`src/design/lcrp_pkg.sv`:
```
// ----------------------------------------------------------------------------
// lcrp_pkg
// Shared types and constants for the LED controller reply parser: protocol
// characters, event codes and the result record.
// ----------------------------------------------------------------------------
`default_nettype none

package lcrp_pkg;

  // Protocol characters.
  localparam logic [7:0] CH_O = 8'h4F;
  localparam logic [7:0] CH_K = 8'h4B;
  localparam logic [7:0] CH_S = 8'h53;
  localparam logic [7:0] CH_M = 8'h4D;
  localparam logic [7:0] CH_L = 8'h4C;
  localparam logic [7:0] CH_I = 8'h49;
  localparam logic [7:0] CH_A = 8'h41;

  // Event codes carried in event_res.
  typedef enum logic [2:0] {
    EV_SENSOR  = 3'd0,
    EV_CURTAIN = 3'd1,
    EV_LED     = 3'd2,
    EV_INIT    = 3'd3,
    EV_PANIC   = 3'd4,
    EV_UNKNOWN = 3'd5,
    EV_BADLEN  = 3'd6
  } event_t;

  // One result request.
  typedef struct packed {
    logic [2:0] event_res;
    logic [6:0] index;
    logic [7:0] value;
    logic [7:0] extra;
    logic       last;
  } res_t;

endpackage

`default_nettype wire

```
`src/design/lcrp_parser.sv`:
```
// ----------------------------------------------------------------------------
// lcrp_parser
// Frame tracker: follows the sync pair, command byte and arguments, and forms
// at most one result for each accepted byte.
// ----------------------------------------------------------------------------
`default_nettype none

module lcrp_parser
  import lcrp_pkg::*;
(
  input  wire logic       clk,
  input  wire logic       rst,
  input  wire logic       accept,
  input  wire logic [7:0] rx_byte,
  output logic            res_hit,
  output res_t            res
);

  typedef enum logic [7:0] {
    PH_HUNT_O  = 8'b0000_0001,
    PH_HUNT_K  = 8'b0000_0010,
    PH_CMD     = 8'b0000_0100,
    PH_ONE_ARG = 8'b0000_1000,
    PH_M_POS   = 8'b0001_0000,
    PH_M_LIM   = 8'b0010_0000,
    PH_L_LEN   = 8'b0100_0000,
    PH_L_DATA  = 8'b1000_0000
  } phase_t;

  phase_t     phase, phase_next;
  logic       is_init, is_init_next;
  logic [7:0] first_arg, first_arg_next;
  logic [6:0] remaining, remaining_next;
  logic [6:0] channel_index, channel_index_next;
  logic       led_last;

  // The final LED value of a frame is seen when one or none remain.
  assign led_last = (remaining[6:1] == 6'd0);

  // Next state and the result for the byte on the input.
  always_comb begin
    phase_next         = phase;
    is_init_next       = is_init;
    first_arg_next     = first_arg;
    remaining_next     = remaining;
    channel_index_next = channel_index;
    res_hit            = 1'b0;
    res                = '0;
    res.last           = 1'b1;
    unique case (phase)
      PH_HUNT_O: begin
        if (rx_byte == CH_O) phase_next = PH_HUNT_K;
      end
      PH_HUNT_K: begin
        if (rx_byte == CH_K) phase_next = PH_CMD;
        else if (rx_byte != CH_O) phase_next = PH_HUNT_O;
      end
      PH_CMD: begin
        priority if (rx_byte == CH_S || rx_byte == CH_I) begin
          is_init_next = (rx_byte == CH_I);
          phase_next   = PH_ONE_ARG;
        end else if (rx_byte == CH_M) begin
          phase_next = PH_M_POS;
        end else if (rx_byte == CH_L) begin
          phase_next = PH_L_LEN;
        end else if (rx_byte == CH_A) begin
          phase_next    = PH_HUNT_O;
          res_hit       = 1'b1;
          res.event_res = EV_PANIC;
        end else begin
          phase_next    = PH_HUNT_O;
          res_hit       = 1'b1;
          res.event_res = EV_UNKNOWN;
          res.value     = rx_byte;
        end
      end
      PH_ONE_ARG: begin
        phase_next    = PH_HUNT_O;
        res_hit       = 1'b1;
        res.event_res = is_init ? EV_INIT : EV_SENSOR;
        res.value     = rx_byte;
      end
      PH_M_POS: begin
        first_arg_next = rx_byte;
        phase_next     = PH_M_LIM;
      end
      PH_M_LIM: begin
        phase_next    = PH_HUNT_O;
        res_hit       = 1'b1;
        res.event_res = EV_CURTAIN;
        res.value     = first_arg;
        res.extra     = rx_byte;
      end
      PH_L_LEN: begin
        if (rx_byte == 8'd0 || rx_byte[7]) begin
          phase_next    = PH_HUNT_O;
          res_hit       = 1'b1;
          res.event_res = EV_BADLEN;
          res.value     = rx_byte;
        end else begin
          remaining_next     = rx_byte[6:0];
          channel_index_next = 7'd0;
          phase_next         = PH_L_DATA;
        end
      end
      PH_L_DATA: begin
        res_hit            = 1'b1;
        res.event_res      = EV_LED;
        res.index          = channel_index;
        res.value          = rx_byte;
        res.last           = led_last;
        remaining_next     = remaining - 7'd1;
        channel_index_next = channel_index + 7'd1;
        if (led_last) begin
          remaining_next = 7'd0;
          phase_next     = PH_HUNT_O;
        end
      end
      default: begin
        phase_next = PH_HUNT_O;
      end
    endcase
  end

  // State advances only on an accepted byte.
  always_ff @(posedge clk) begin
    if (rst) begin
      phase         <= PH_HUNT_O;
      is_init       <= 1'b0;
      first_arg     <= 8'd0;
      remaining     <= 7'd0;
      channel_index <= 7'd0;
    end else if (accept) begin
      phase         <= phase_next;
      is_init       <= is_init_next;
      first_arg     <= first_arg_next;
      remaining     <= remaining_next;
      channel_index <= channel_index_next;
    end
  end

endmodule

`default_nettype wire

```
`src/design/lcrp_out_stage.sv`:
```
// ----------------------------------------------------------------------------
// lcrp_out_stage
// Result register with a skid entry, so that the input side keeps running
// while a finished result waits to be taken.
// ----------------------------------------------------------------------------
`default_nettype none

module lcrp_out_stage
  import lcrp_pkg::*;
(
  input  wire logic clk,
  input  wire logic rst,
  input  wire logic push,
  input  wire res_t push_res,
  output logic      full,
  output logic      res_valid,
  input  wire logic res_stall,
  output res_t      res
);

  logic skid_valid;
  res_t skid;
  logic pop;

  assign pop  = res_valid && !res_stall;
  assign full = skid_valid;

  // Control: the skid entry fills only when the result register is held.
  always_ff @(posedge clk) begin
    if (rst) begin
      res_valid  <= 1'b0;
      skid_valid <= 1'b0;
    end else begin
      if (skid_valid) begin
        if (pop) skid_valid <= 1'b0;
      end else if (push && res_valid && !pop) begin
        skid_valid <= 1'b1;
      end
      if (!res_valid || pop) res_valid <= skid_valid || push;
    end
  end

  // Payload moves with its control.
  always_ff @(posedge clk) begin
    if (!skid_valid && push && res_valid && !pop) skid <= push_res;
    if (!res_valid || pop) begin
      if (skid_valid) res <= skid;
      else if (push) res <= push_res;
    end
  end

endmodule

`default_nettype wire

```
`src/design/led_controller_reply_parser.sv`:
```
// ----------------------------------------------------------------------------
// led_controller_reply_parser
// Parses the reply byte stream of an LED and curtain controller.
// ----------------------------------------------------------------------------
// The parser takes one received byte per clock cycle while rx_stall is low and
// answers it with at most one result request, which appears on the result port
// in the cycle after the byte is taken, unless an earlier result is still held
// there by res_stall, in which case it follows as soon as that one is taken.
// The byte is decoded against the frame state in a single pass and the result
// goes into an output register with one skid entry; rx_stall rises only when
// both hold a result that the receiver has not taken. After reset the parser
// hunts for the 'O','K' sync pair; bytes outside frames produce nothing.
// ----------------------------------------------------------------------------
`default_nettype none

module led_controller_reply_parser
  import lcrp_pkg::*;
(
  input  wire logic       clk,
  input  wire logic       rst,
  input  wire logic       rx_valid,
  output logic            rx_stall,
  input  wire logic [7:0] rx_byte,
  output logic            res_valid,
  input  wire logic       res_stall,
  output logic [2:0]      event_res,
  output logic [6:0]      index,
  output logic [7:0]      value,
  output logic [7:0]      extra,
  output logic            last
);

  logic accept;
  logic hit;
  res_t new_res;
  res_t out_res;

  assign accept = rx_valid && !rx_stall;

  // Frame tracking and result forming.
  lcrp_parser u_parser (
    .clk     (clk),
    .rst     (rst),
    .accept  (accept),
    .rx_byte (rx_byte),
    .res_hit (hit),
    .res     (new_res)
  );

  // Output register and skid entry.
  lcrp_out_stage u_out (
    .clk       (clk),
    .rst       (rst),
    .push      (accept && hit),
    .push_res  (new_res),
    .full      (rx_stall),
    .res_valid (res_valid),
    .res_stall (res_stall),
    .res       (out_res)
  );

  assign event_res = out_res.event_res;
  assign index     = out_res.index;
  assign value     = out_res.value;
  assign extra     = out_res.extra;
  assign last      = out_res.last;

endmodule

`default_nettype wire

```
`config.mk`:
```
export PLATFORM = sky130hd
export DESIGN_NAME = led_controller_reply_parser
export DESIGN_NICKNAME = d
export VERILOG_FILES = /design/src/design/lcrp_pkg.sv /design/src/design/lcrp_parser.sv /design/src/design/lcrp_out_stage.sv /design/src/design/led_controller_reply_parser.sv
export SDC_FILE = /design/constraint.sdc
export NUM_CORES = 1
export LEC_CHECK = 0
export BUFFER_PORTS_ARGS = -buffer_cell sky130_fd_sc_hd__buf_4
export CORE_MARGIN = 4
export CORE_UTILIZATION = 55
export DETAILED_ROUTE_END_ITERATION = 7
export PLACE_DENSITY_LB_ADDON = 0.3
export RECOVER_POWER = 25
export SETUP_SLACK_MARGIN = 0.02
export SYNTH_ARGS = -nofsm -noshare
export SYNTH_HDL_FRONTEND = slang
export SYNTH_HIERARCHICAL = 1
export SYNTH_SLANG_ARGS = --single-unit
```
`constraint.sdc`:
```
create_clock -name clk -period 4.9 [get_ports clk]
set_input_delay 0.245 -clock clk [delete_from_list [all_inputs] [get_ports clk]]
set_output_delay 0.245 -clock clk [all_outputs]
set_load 0.005 [all_outputs]
```
==> metrics.md, run 1 <==
| Metric | Value |
|---|---|
| Reg2Reg Launch Point | `u_out/full` |
| Critical path's largest stage delay | `0.91 ns` |
| Total clock buffers created by CTS | `9` |
| Number of vias after detailed routing | `3,032` |
| Number of remaining DRC errors | `0` |
| Status | `complete, but fails checks` |
| Hold violation count in the final report | `0` |
| Reg2reg path depth | `6` |
| Number of global-route vias before repair | `3,027` |
| Most area-consuming cells after synthesis | `edfxtp_1 (38%), dfxtp_1 (15%), mux2_4 (9.7%)` |
| Number of buffers and inverters on the critical path | `1` |
| Iteration count of the initial detailed-routing pass | `4` |
| Period minus WS final | `2.96 ns` |
| End-of-flow core utilization | `62.8%` |
| Wire length on met2 | `4.21 mm` |
| Req. time, crit path | `5.20 ns` |
| Clk Latency, worst-skew pair | `0.36 ns` |
| Portion of the post-synthesis area used by sequential elements | `52.8%` |
| Sink count of the clock tree | `87` |
| Final Max Slew Viols | `34` |
| Unique masters post-synth | `59` |
| H-tree lvl count | `3` |
| Most common cell after layout, fill and taps aside | `edfxtp_1` |
| Library cell occupying the most area in the post-synthesis netlist | `edfxtp_1` |
| CP Launch Point | `u_out/full` |
| Routed Antenna Nets | `0` |
| Capturing point of the worst reg2reg path | `u_parser/remaining[2]` |
| Proportion of layout cells with a drive suffix above 1 | `22.5%` |
| Root buffer selected by CTS | `clkbuf_8` |
| Initial antenna violation count | `0` |
| Min-delay worst type | `input pin to register` |
| Slack of the worst reg-to-reg path | `1.94 ns` |
| Part of the power in combinational logic | `5.1%` |
| Gate Count Post-Synth | `378` |
| Commonest cells after routing, fill and taps aside | `edfxtp_1 (54), dfxtp_1 (33), clkbuf_4 (27)` |
| Fmax | `0.337 GHz` |
| RSZ-0062 raised after global routing | `no` |
| Die span in x | `96.6 um` |
| Vias/cell | `5.88` |
| Count of state elements after synthesis | `87` |
| Gr usage total | `19.9%` |
| Internal Power | `1.03 mW` |
| Post-route fraction of the period consumed by the critical path | `60.5%` |
| Commonest register cell after synthesis | `edfxtp_1` |
| Final Non-Filler Cells | `516` |
| Violated checks | `capacitance limit, slew limit` |
| Routability Congestion | `0.948` |
| Number of rows in the core area | `32` |
| Post-CTS setup-driven buffer insertion count | `0` |
| Largest net degree at the start of global routing | `34` |
| Final number of setup-violating endpoints | `0` |
| Number of violations of the max-capacitance limit | `1` |
| Sequential power share | `57.3%` |
| Maximum fanout along the worst path | `33` |
| YS warnings | `6` |
| Post-synth EDFFs | `54` |
| Total Die Area | `9340 um^2` |
| Top Layer Used | `met4` |
| Total global routing overflow | `0` |
| Area Overhead vs Synth | `11.8%` |
| Cell type with the highest occurrence count on the critical path | `a21oi_1` |
| Detailed router's first-iteration violation count | `255` |
| Asr flop ratio synth | `0%` |
| Routed met1 length | `4.18 mm` |
| Detailed placement HPWL | `6.51 mm` |
| Clk network pwr share | `37.5%` |
| # placed instances | `500` |
| Nature of the critical path endpoint | `register` |
| Share of Yosys cell area claimed by the top area cell type | `37.5%` |
| Post-CTS Resized | `0` |
| Maximum VDD drop | `0.119 mV` |
| Capturing element of the worst setup path | `u_parser/remaining[2]` |
| Number of buffers inserted by hold repair at cts | `0` |
| Worst endpoint data arrival time | `3.26 ns` |
| CTS tree | `built` |
| Sw Pwr | `315 uW` |
| Clock slew seen by the registers of the worst setup and hold paths | `0.09 ns` |
| Average detailed-routed wire length per instance | `17.6 um` |
| Launching element type of the critical path | `register` |
| Cell area power density | `279 nW/um^2` |
| Met3 WL | `445 um` |
| WS Path Type | `register to register` |
| Effective utilization at floorplan | `56.2%` |
| Height of the die | `96.6 um` |
| Number of port buffers | `40` |
| Worst-case clock skew | `0.0106 ns` |
| Critical path's top delay family | `compound AO/OA/AOI/OAI gates` |
| Cell Chain, Critical Path | `nor2b_1 -> buf_4 -> nand3_1 -> a21oi_1 -> o21ai_0 -> a21oi_1` |
| Net count of the mapped netlist | `392` |
| Switching fraction of total power | `23.3%` |
| Nets | `423` |
| Clock Path Buffers | `2` |
| Static Leak | `1.70 nW` |
| Number of cells on the critical path | `6` |
| Core Footprint | `7690 um^2` |
| Average instance area after synthesis | `11.4 um^2` |
| Ports | `41` |
| Post-Route WL | `9.07 mm` |
| Antenna Diode Count | `0` |
| Final sum of negative setup slack | `0 ns` |
| Netlist area before placement | `4320 um^2` |
| First-pass GRT wire length | `15.2 mm` |
| Max transition margin | `-19.6%` |
| Slowest library cell on the worst path | `dfxtp_1` |
| Measured slew at the worst slew-check pin | `1.79 ns` |
## metal layers
| layer | GRT usage [%] | up-vias |
|---|---|---|
| met5 | 0 | - |
| li1 | - | 1469 |
| met3 | 5.26 | 19 |
| met2 | 30.9 | 100 |
| met1 | 26.5 | 1444 |
| met4 | 8.53 | 0 |
## synth_stat cells, drive strengths merged, types with 5 or more instances
cell type and number:
nand2b 6, nand3 16, nand2 26, a22o 8, a211oi 5, buf 13
mux2 29, a21oi 24, nand4 5, nor2b 5, o21ai 18, and2 19
edfxtp 54, nor2 26, xnor2 6, clkbuf 11, and3 5, nor3 14
dfxtp 33
## power by group through the flow
stage	logic, mW	clock network (mW)	registers (mW)
final	0.0695	0.506	0.773
after detailed placement	0.0681	0	0.790
after global routing	0.0757	0.559	0.774
after CTS	0.0686	0.518	0.773
after global placement	0.0662	0	0.790
after floorplan	0.0476	0	0.787
## flip-flops by register name, indices dropped and copies added (netlist names)
register	count
u_out/res	27
u_parser/phase	8
u_parser/is_init	1
u_parser/first_arg	8
u_out/res_valid	1
u_parser/remaining	7
u_out/skid	27
u_out/full	1
u_parser/channel_index	7
## worst min-delay path by stage
stage	slack, ns	cells after the start	endpoint	from
2_1_floorplan	0.31	1	u_out/res_valid	rst
3_5_place_dp	0.45	2	u_parser/first_arg[3]	u_parser/first_arg[3]
3_3_place_gp	0.44	2	u_parser/first_arg[0]	u_parser/first_arg[0]
6_report	0.19	3	u_parser/first_arg[7]	rx_byte[7]
4_1_cts	0.18	3	u_parser/first_arg[7]	rx_byte[7]
5_1_grt	0.20	3	u_parser/first_arg[7]	rx_byte[7]
## cell type report
cell class	count	area [um^2]
Fill cell	628	2860
Inverter	4	15.0
Sequential cell	87	2280
Timing Repair Buffer	44	327
Multi-Input combinational cell	263	1880
Clock buffer	9	124
Tap cell	102	128
Clock inverter	7	77.6
## worst min-delay path, cell delays in order
cell	delay, ns
buf_4	0.14
nand3_1	0.06
a21oi_1	0.05
## logic make-up after synthesis
| kind of cell | Yosys count | share of synthesized area (%) |
|---|---|---|
| simple gates | 145 | 18.4 |
| flops | 87 | 52.8 |
| mux | 31 | 10.5 |
| buf+inv | 28 | 3.42 |
| xor+xnor | 9 | 1.82 |
| fa+ha+maj | 2 | 0.579 |
| compound gates | 76 | 12.6 |
## metrics by stage
| stage | total power [mW] | hold WS [ns] | area [um^2] | setup slack, ns |
|---|---|---|---|---|
| finish | 1.35 | 0.194 | 4830 | 1.94 |
| global route | 1.41 | 0.204 | 4830 | 1.72 |
| CTS | 1.36 | 0.183 | 4860 | 2.05 |
| detailed placement | 0.858 | 0.450 | 4660 | 2.09 |
| global placement | 0.856 | 0.445 | 4660 | 2.19 |
| floorplan | 0.835 | 0.314 | 4320 | 0.690 |
Power figures use the tool's default switching activity.
==> run 2, diff against run 1 <==
CORE_UTILIZATION = 53   (was 55)
clock period = 2.6 ns   (was 4.9 ns; I/O delays follow)
==> metrics.md, run 2 (same netlist as run 1, synthesis figures left out) <==
| Metric | Value |
|---|---|
| Status | `completed (was complete, but fails checks)` |
| Number of global-route vias before repair | `2,907 (was 3,027)` |
| Number of rows in the core area | `32 (unchanged)` |
| # placed instances | `524 (was 500)` |
| Routed Antenna Nets | `0 (unchanged)` |
| Number of remaining DRC errors | `0 (unchanged)` |
| Clock Path Buffers | `2 (unchanged)` |
| Gr usage total | `19.1% (was 19.9%)` |
| Final sum of negative setup slack | `0 ns (unchanged)` |
| Detailed placement HPWL | `6.46 mm (was 6.51 mm)` |
| Total clock buffers created by CTS | `9 (unchanged)` |
| Reg2reg path depth | `9 (was 6)` |
| Worst-case clock skew | `0.0121 ns (was 0.0106 ns)` |
| Placed Area | `4870 um^2 (was 4660 um^2)` |
| Worst setup timing slack at the placement stage | `-0.0212 ns (was 2.09 ns)` |
| Vias/cell | `5.68 (was 5.88)` |
| Root buffer selected by CTS | `clkbuf_8 (unchanged)` |
| Area Overhead vs Synth | `17.5% (was 11.8%)` |
| Most common cell after layout, fill and taps aside | `edfxtp_1 (unchanged)` |
| Core Footprint | `7850 um^2 (was 7690 um^2)` |
| Total global routing overflow | `0 (unchanged)` |
| First-pass GRT wire length | `14.6 mm (was 15.2 mm)` |
| Capturing point of the worst reg2reg path | `u_out/res[18] (was u_parser/remaining[2])` |
| CTS tree | `built (unchanged)` |
| Nets | `448 (was 423)` |
| Detailed router's first-iteration violation count | `183 (was 255)` |
| Number of port buffers | `40 (unchanged)` |
| Hold Path Cell Cnt | `3 (unchanged)` |
| Max transition margin | `29.3% (was -19.6%)` |
| Reg2Reg Launch Point | `u_parser/phase[0] (was u_out/full)` |
| Nature of the critical path endpoint | `register (unchanged)` |
| Source of the worst hold timing path | `rx_byte[7] (unchanged)` |
| End point of the most critical hold path | `u_parser/first_arg[7] (unchanged)` |
| Ports | `41 (unchanged)` |
| Iteration count of the initial detailed-routing pass | `4 (unchanged)` |
| Maximum fanout along the worst path | `13 (was 33)` |
| Slack of the worst reg-to-reg path | `0.17 ns (was 1.94 ns)` |
| Final Max Slew Viols | `0 (was 34)` |
| Critical path's top delay family | `simple AND/OR/NAND/NOR gates (was compound AO/OA/AOI/OAI gates)` |
| Min-delay worst type | `input pin to register (unchanged)` |
| Number of buffers and inverters on the critical path | `1 (unchanged)` |
| Period minus WS final | `2.43 ns (was 2.96 ns)` |
| Routability Congestion | `0.939 (was 0.948)` |
| Average detailed-routed wire length per instance | `16.7 um (was 17.6 um)` |
| RSZ-0062 raised after global routing | `no (unchanged)` |
| Static Leak | `1.82 nW (was 1.70 nW)` |
| Sink count of the clock tree | `87 (unchanged)` |
| Req. time, crit path | `2.68 ns (was 5.20 ns)` |
| Largest net degree at the start of global routing | `31 (was 34)` |
| Number of violations of the max-capacitance limit | `0 (was 1)` |
| Proportion of layout cells with a drive suffix above 1 | `28.9% (was 22.5%)` |
| Hold Slack | `0.0831 ns (was 0.194 ns)` |
| Post-CTS setup-driven buffer insertion count | `0 (unchanged)` |
| Top Registers | `u_out/res x27, u_out/skid x27 (unchanged)` |
| Slowest library cell on the worst path | `dfxtp_1 (unchanged)` |
| Final Non-Filler Cells | `541 (was 516)` |
| Worst endpoint data arrival time | `2.51 ns (was 3.26 ns)` |
| Height of the die | `98.3 um (was 96.6 um)` |
| Fmax | `0.411 GHz (was 0.337 GHz)` |
| Number of vias after detailed routing | `3,072 (was 3,032)` |
| Launching element type of the critical path | `register (unchanged)` |
| End-of-flow core utilization | `64.7% (was 62.8%)` |
| Post-Route WL | `9.02 mm (was 9.07 mm)` |
| Clock slew seen by the registers of the worst setup and hold paths | `0.09 ns (about the same)` |
| Number of fill cells in the layout | `641 (was 628)` |
| Final number of setup-violating endpoints | `0 (unchanged)` |
| Maximum VDD drop | `0.231 mV (was 0.119 mV)` |
| Cell Chain, Critical Path | `buf_4 -> nor3_2 -> and4b_1 -> a2bb2oi_1 -> o21ai_2 -> or2_1 -> and3b_1 -> nor2_1 -> a21oi_4 (was nor2b_1 -> buf_4 -> nand3_1 -> a21oi_1 -> o21ai_0 -> a21oi_1)` |
| Die span in x | `98.3 um (was 96.6 um)` |
| Effective utilization at floorplan | `55.1% (was 56.2%)` |
| Post-route fraction of the period consumed by the critical path | `93.6% (was 60.5%)` |
| Final instance area | `5080 um^2 (was 4830 um^2)` |
| Cell area power density | `504 nW/um^2 (was 279 nW/um^2)` |
| Antenna Diode Count | `0 (unchanged)` |
| Total Die Area | `9660 um^2 (was 9340 um^2)` |
| Clk Latency, worst-skew pair | `0.36 ns (about the same)` |
| Commonest cells after routing, fill and taps aside | `edfxtp_1 (54), buf_4 (37), dfxtp_1 (31) (was edfxtp_1 (54), dfxtp_1 (33), clkbuf_4 (27))` |
| WS Path Type | `register to register (unchanged)` |
| Initial antenna violation count | `0 (unchanged)` |
| Overall power after layout | `2.56 mW (was 1.35 mW)` |
| Final Worst Setup Slack | `0.167 ns (was 1.94 ns)` |
| Critical path's largest stage delay | `0.38 ns (was 0.91 ns)` |
| H-tree lvl count | `3 (unchanged)` |
| Measured slew at the worst slew-check pin | `1.06 ns (was 1.79 ns)` |
| Hold violation count in the final report | `0 (unchanged)` |
-- run 2: power breakdown --
| group | total, mW | switching [mW] | internal (mW) |
|---|---|---|---|
| clock network | 0.951 | 0.500 | 0.451 |
| registers | 1.45 | 0.00416 | 1.45 |
| logic | 0.156 | 0.0936 | 0.0625 |
-- run 2: worst max-delay path by stage --
stage,cells after the start,start,endpoint
floorplan,8,u_parser/phase[6],u_out/skid[0]
global placement,8,u_parser/phase[6],u_out/res[17]
detailed placement,8,u_parser/phase[6],u_out/res[14]
CTS,9,u_parser/phase[0],u_out/res[18]
global route,9,u_parser/phase[0],u_out/res[18]
finish,9,u_parser/phase[0],u_out/res[18]
-- run 2: tightest hold or removal path: cells and delay by family --
kind / cells / cell delay (ns)
buffers and inverters: 1 / 0.14
AND/OR/NAND/NOR: 1 / 0.07
AO/OA/AOI/OAI: 1 / 0.05
-- run 2: final cells by class --
cell class	instances	area [um^2]	share of cell area (%)
Timing Repair Buffer	68	504	9.93
Sequential cell	87	2280	45.0
Tap cell	102	128	2.51
Clock inverter	6	70.1	1.38
Inverter	4	15.0	0.296
Clock buffer	10	128	2.51
Multi-Input combinational cell	264	1950	38.4
-- run 2: what timing repair did --
item | CTS | global route
hold buffers | 0 | 0
endpoints found under the setup margin | 27 | 0
gates resized for setup | 1 | 0
-- run 2: layer usage --
layer / wire length (um) / track usage (%) / up-vias
met2: 4180 / 29.8 / 93
met5: 0 / 0 / -
met4: 129 / 6.41 / 0
li1: - / - / 1514
met1: 4140 / 25.1 / 1452
met3: 574 / 6.07 / 13
==> run 3, diff against run 2 <==
CELL_PAD_IN_SITES_DETAIL_PLACEMENT = 0   (was not set)
CELL_PAD_IN_SITES_GLOBAL_PLACEMENT = 1   (was not set)
CORE_UTILIZATION = 28   (was 53)
clock period = 3.15 ns   (was 2.6 ns; I/O delays follow)
==> metrics.md, run 3 (same netlist as run 1, synthesis figures left out) <==
| Metric | Value |
|---|---|
| Routed Antenna Nets | `0 (unchanged)` |
| End-of-flow core utilization | `33.7% (was 64.7%)` |
| Sink count of the clock tree | `87 (unchanged)` |
| Worst-case clock skew | `0.00752 ns (was 0.0121 ns)` |
| Number of buffers and inverters on the critical path | `1 (unchanged)` |
| Ports | `41 (unchanged)` |
| Part of the power in combinational logic | `4.6% (was 6.1%)` |
| Sw Pwr | `522 uW (was 598 uW)` |
| Die span in x | `132 um (was 98.3 um)` |
| Slowest library cell on the worst path | `nor4_1 (was dfxtp_1)` |
| Nature of the critical path endpoint | `register (unchanged)` |
| Total clock buffers created by CTS | `9 (unchanged)` |
| Root buffer selected by CTS | `clkbuf_16 (was clkbuf_8)` |
| Maximum VDD drop | `0.240 mV (was 0.231 mV)` |
| Commonest cells after routing, fill and taps aside | `edfxtp_1 (54), dfxtp_1 (33), clkbuf_4 (28), mux2_4 (28) (was edfxtp_1 (54), buf_4 (37), dfxtp_1 (31))` |
| Static Leak | `1.77 nW (was 1.82 nW)` |
| Hold Slack | `0.131 ns (was 0.0831 ns)` |
| First-pass GRT wire length | `16.3 mm (was 14.6 mm)` |
| Period minus WS final | `2.77 ns (was 2.43 ns)` |
| Final number of setup-violating endpoints | `0 (unchanged)` |
| Number of port buffers | `40 (unchanged)` |
| Hold Path Cell Cnt | `3 (unchanged)` |
| Post-Route WL | `10.0 mm (was 9.02 mm)` |
| Clock slew seen by the registers of the worst setup and hold paths | `0.06 ns (was 0.09 ns)` |
| Critical path's largest stage delay | `0.43 ns (was 0.38 ns)` |
| Routability Congestion | `0.776 (was 0.939)` |
| Critical path's top delay family | `simple AND/OR/NAND/NOR gates (unchanged)` |
| Detailed placement HPWL | `7.14 mm (was 6.46 mm)` |
| Nets | `427 (was 448)` |
| Total global routing overflow | `0 (unchanged)` |
| Overall power after layout | `2.37 mW (was 2.56 mW)` |
| Final Max Slew Viols | `0 (unchanged)` |
| Antenna Diode Count | `0 (unchanged)` |
| Measured slew at the worst slew-check pin | `1.07 ns (was 1.06 ns)` |
| Vias/cell | `4.92 (was 5.68)` |
| Status | `completed (unchanged)` |
| H-tree lvl count | `3 (unchanged)` |
| Clk network pwr share | `44.6% (was 37.1%)` |
| RSZ-0062 raised after global routing | `no (unchanged)` |
| Detailed router's first-iteration violation count | `188 (was 183)` |
| Number of rows in the core area | `45 (was 32)` |
| Number of vias after detailed routing | `2,979 (was 3,072)` |
| Worst setup timing slack at the placement stage | `0.440 ns (was -0.0212 ns)` |
| Min-delay worst type | `input pin to register (unchanged)` |
| Number of cells on the critical path | `9 (unchanged)` |
| Iteration count of the initial detailed-routing pass | `4 (unchanged)` |
| Gr usage total | `11.9% (was 19.1%)` |
| Internal Power | `1.85 mW (was 1.96 mW)` |
| Top Registers | `u_out/res x27, u_out/skid x27 (unchanged)` |
| Switching fraction of total power | `22.0% (was 23.3%)` |
| Clock Path Buffers | `2 (unchanged)` |
| Launching element type of the critical path | `register (unchanged)` |
| Number of buffers inserted by hold repair at cts | `0 (unchanged)` |
| Area Overhead vs Synth | `18.2% (was 17.5%)` |
| Number of global-route vias before repair | `2,927 (was 2,907)` |
| Final sum of negative setup slack | `0 ns (unchanged)` |
| Req. time, crit path | `3.19 ns (was 2.68 ns)` |
| Post-CTS Resized | `0 (was 1)` |
| Core Footprint | `15,100 um^2 (was 7850 um^2)` |
| Fmax | `0.361 GHz (was 0.411 GHz)` |
| Sequential power share | `50.8% (was 56.8%)` |
| Post-CTS setup-driven buffer insertion count | `0 (unchanged)` |
| Final Worst Setup Slack | `0.380 ns (was 0.167 ns)` |
| Worst endpoint data arrival time | `2.81 ns (was 2.51 ns)` |
| Effective utilization at floorplan | `28.5% (was 55.1%)` |
| Max transition margin | `28.4% (was 29.3%)` |
| Maximum fanout along the worst path | `27 (was 13)` |
| WS Path Type | `register to register (unchanged)` |
| Average detailed-routed wire length per instance | `16.5 um (was 16.7 um)` |
| Cell Chain, Critical Path | `nor4_1 -> nand4_1 -> or2_4 -> o21ai_1 -> or2_1 -> and3b_1 -> nor2_1 -> a21oi_2 -> buf_12 (was buf_4 -> nor3_2 -> and4b_1 -> a2bb2oi_1 -> o21ai_2 -> or2_1 -> and3b_1 -> nor2_1 -> a21oi_4)` |
| Largest net degree at the start of global routing | `33 (was 31)` |
| Reg2reg path depth | `9 (unchanged)` |
| Total Die Area | `17,500 um^2 (was 9660 um^2)` |
| Proportion of layout cells with a drive suffix above 1 | `24.2% (was 28.9%)` |
| Clk Latency, worst-skew pair | `0.34 ns (was 0.36 ns)` |
| Most common cell after layout, fill and taps aside | `edfxtp_1 (unchanged)` |
| Number of remaining DRC errors | `0 (unchanged)` |
| Cell area power density | `464 nW/um^2 (was 504 nW/um^2)` |
| Initial antenna violation count | `0 (unchanged)` |
| Number of violations of the max-capacitance limit | `0 (unchanged)` |
| Height of the die | `132 um (was 98.3 um)` |
| Post-route fraction of the period consumed by the critical path | `87.9% (was 93.6%)` |
| Hold violation count in the final report | `0 (unchanged)` |
| CTS tree | `built (unchanged)` |
[run 3: cell types whose count changed in the layout (fill, tap and decap cells not counted), sizes merged]
cell and change:
a21oi -1, buf -18, clkbuf -2, clkinv +3, clkinvlp -1, inv -2
[run 3: tightest hold or removal path, stage by stage]
cell and delay, ns:
buf_4 0.14, nand3_1 0.07, a21oi_1 0.05
[run 3: final timing paths]
path	startpoint	to	slack (ns)
worst max register to register	u_parser/phase[6]	u_out/res[22]	0.38
worst min-delay path	rx_byte[7]	u_parser/first_arg[7]	0.13
worst min register to register	u_parser/first_arg[7]	u_parser/first_arg[7]	0.46
worst max-delay path	u_parser/phase[6]	u_out/res[22]	0.38
[run 3: layout make-up]
| class | instances | area (um^2) |
|---|---|---|
| inverter | 4 | 15.0 |
| sequential | 87 | 2280 |
| clock inverter | 6 | 62.6 |
| clock buffer | 10 | 229 |
| fill | 1512 | 10000 |
| multi-input combinational | 263 | 1900 |
| tap | 188 | 235 |
| timing repair buffer | 48 | 383 |
[run 3: layer usage]
layer	vias to the layer above	part of all wire, %	global-route usage [%]
met5	-	0	0
met4	0	2.2	5.14
met1	1413	48	16.0
met2	75	45	18.1
met3	12	4.6	2.90
li1	1479	-	-
[run 3: power by group through the flow]
stage / combinational (mW) / sequential (mW) / clock, mW
6_report: 0.110 / 1.20 / 1.06
3_5_place_dp: 0.111 / 1.23 / 0
3_3_place_gp: 0.111 / 1.23 / 0
5_1_grt: 0.122 / 1.20 / 1.15
4_1_cts: 0.111 / 1.20 / 1.10
2_1_floorplan: 0.0741 / 1.22 / 0
[run 3: through the flow]
step / instances / area, um^2
floorplan: 378 / 4340
global placement: 590 / 4830
detailed placement: 590 / 4830
CTS: 606 / 5120
global route: 606 / 5110
finish: 606 / 5110
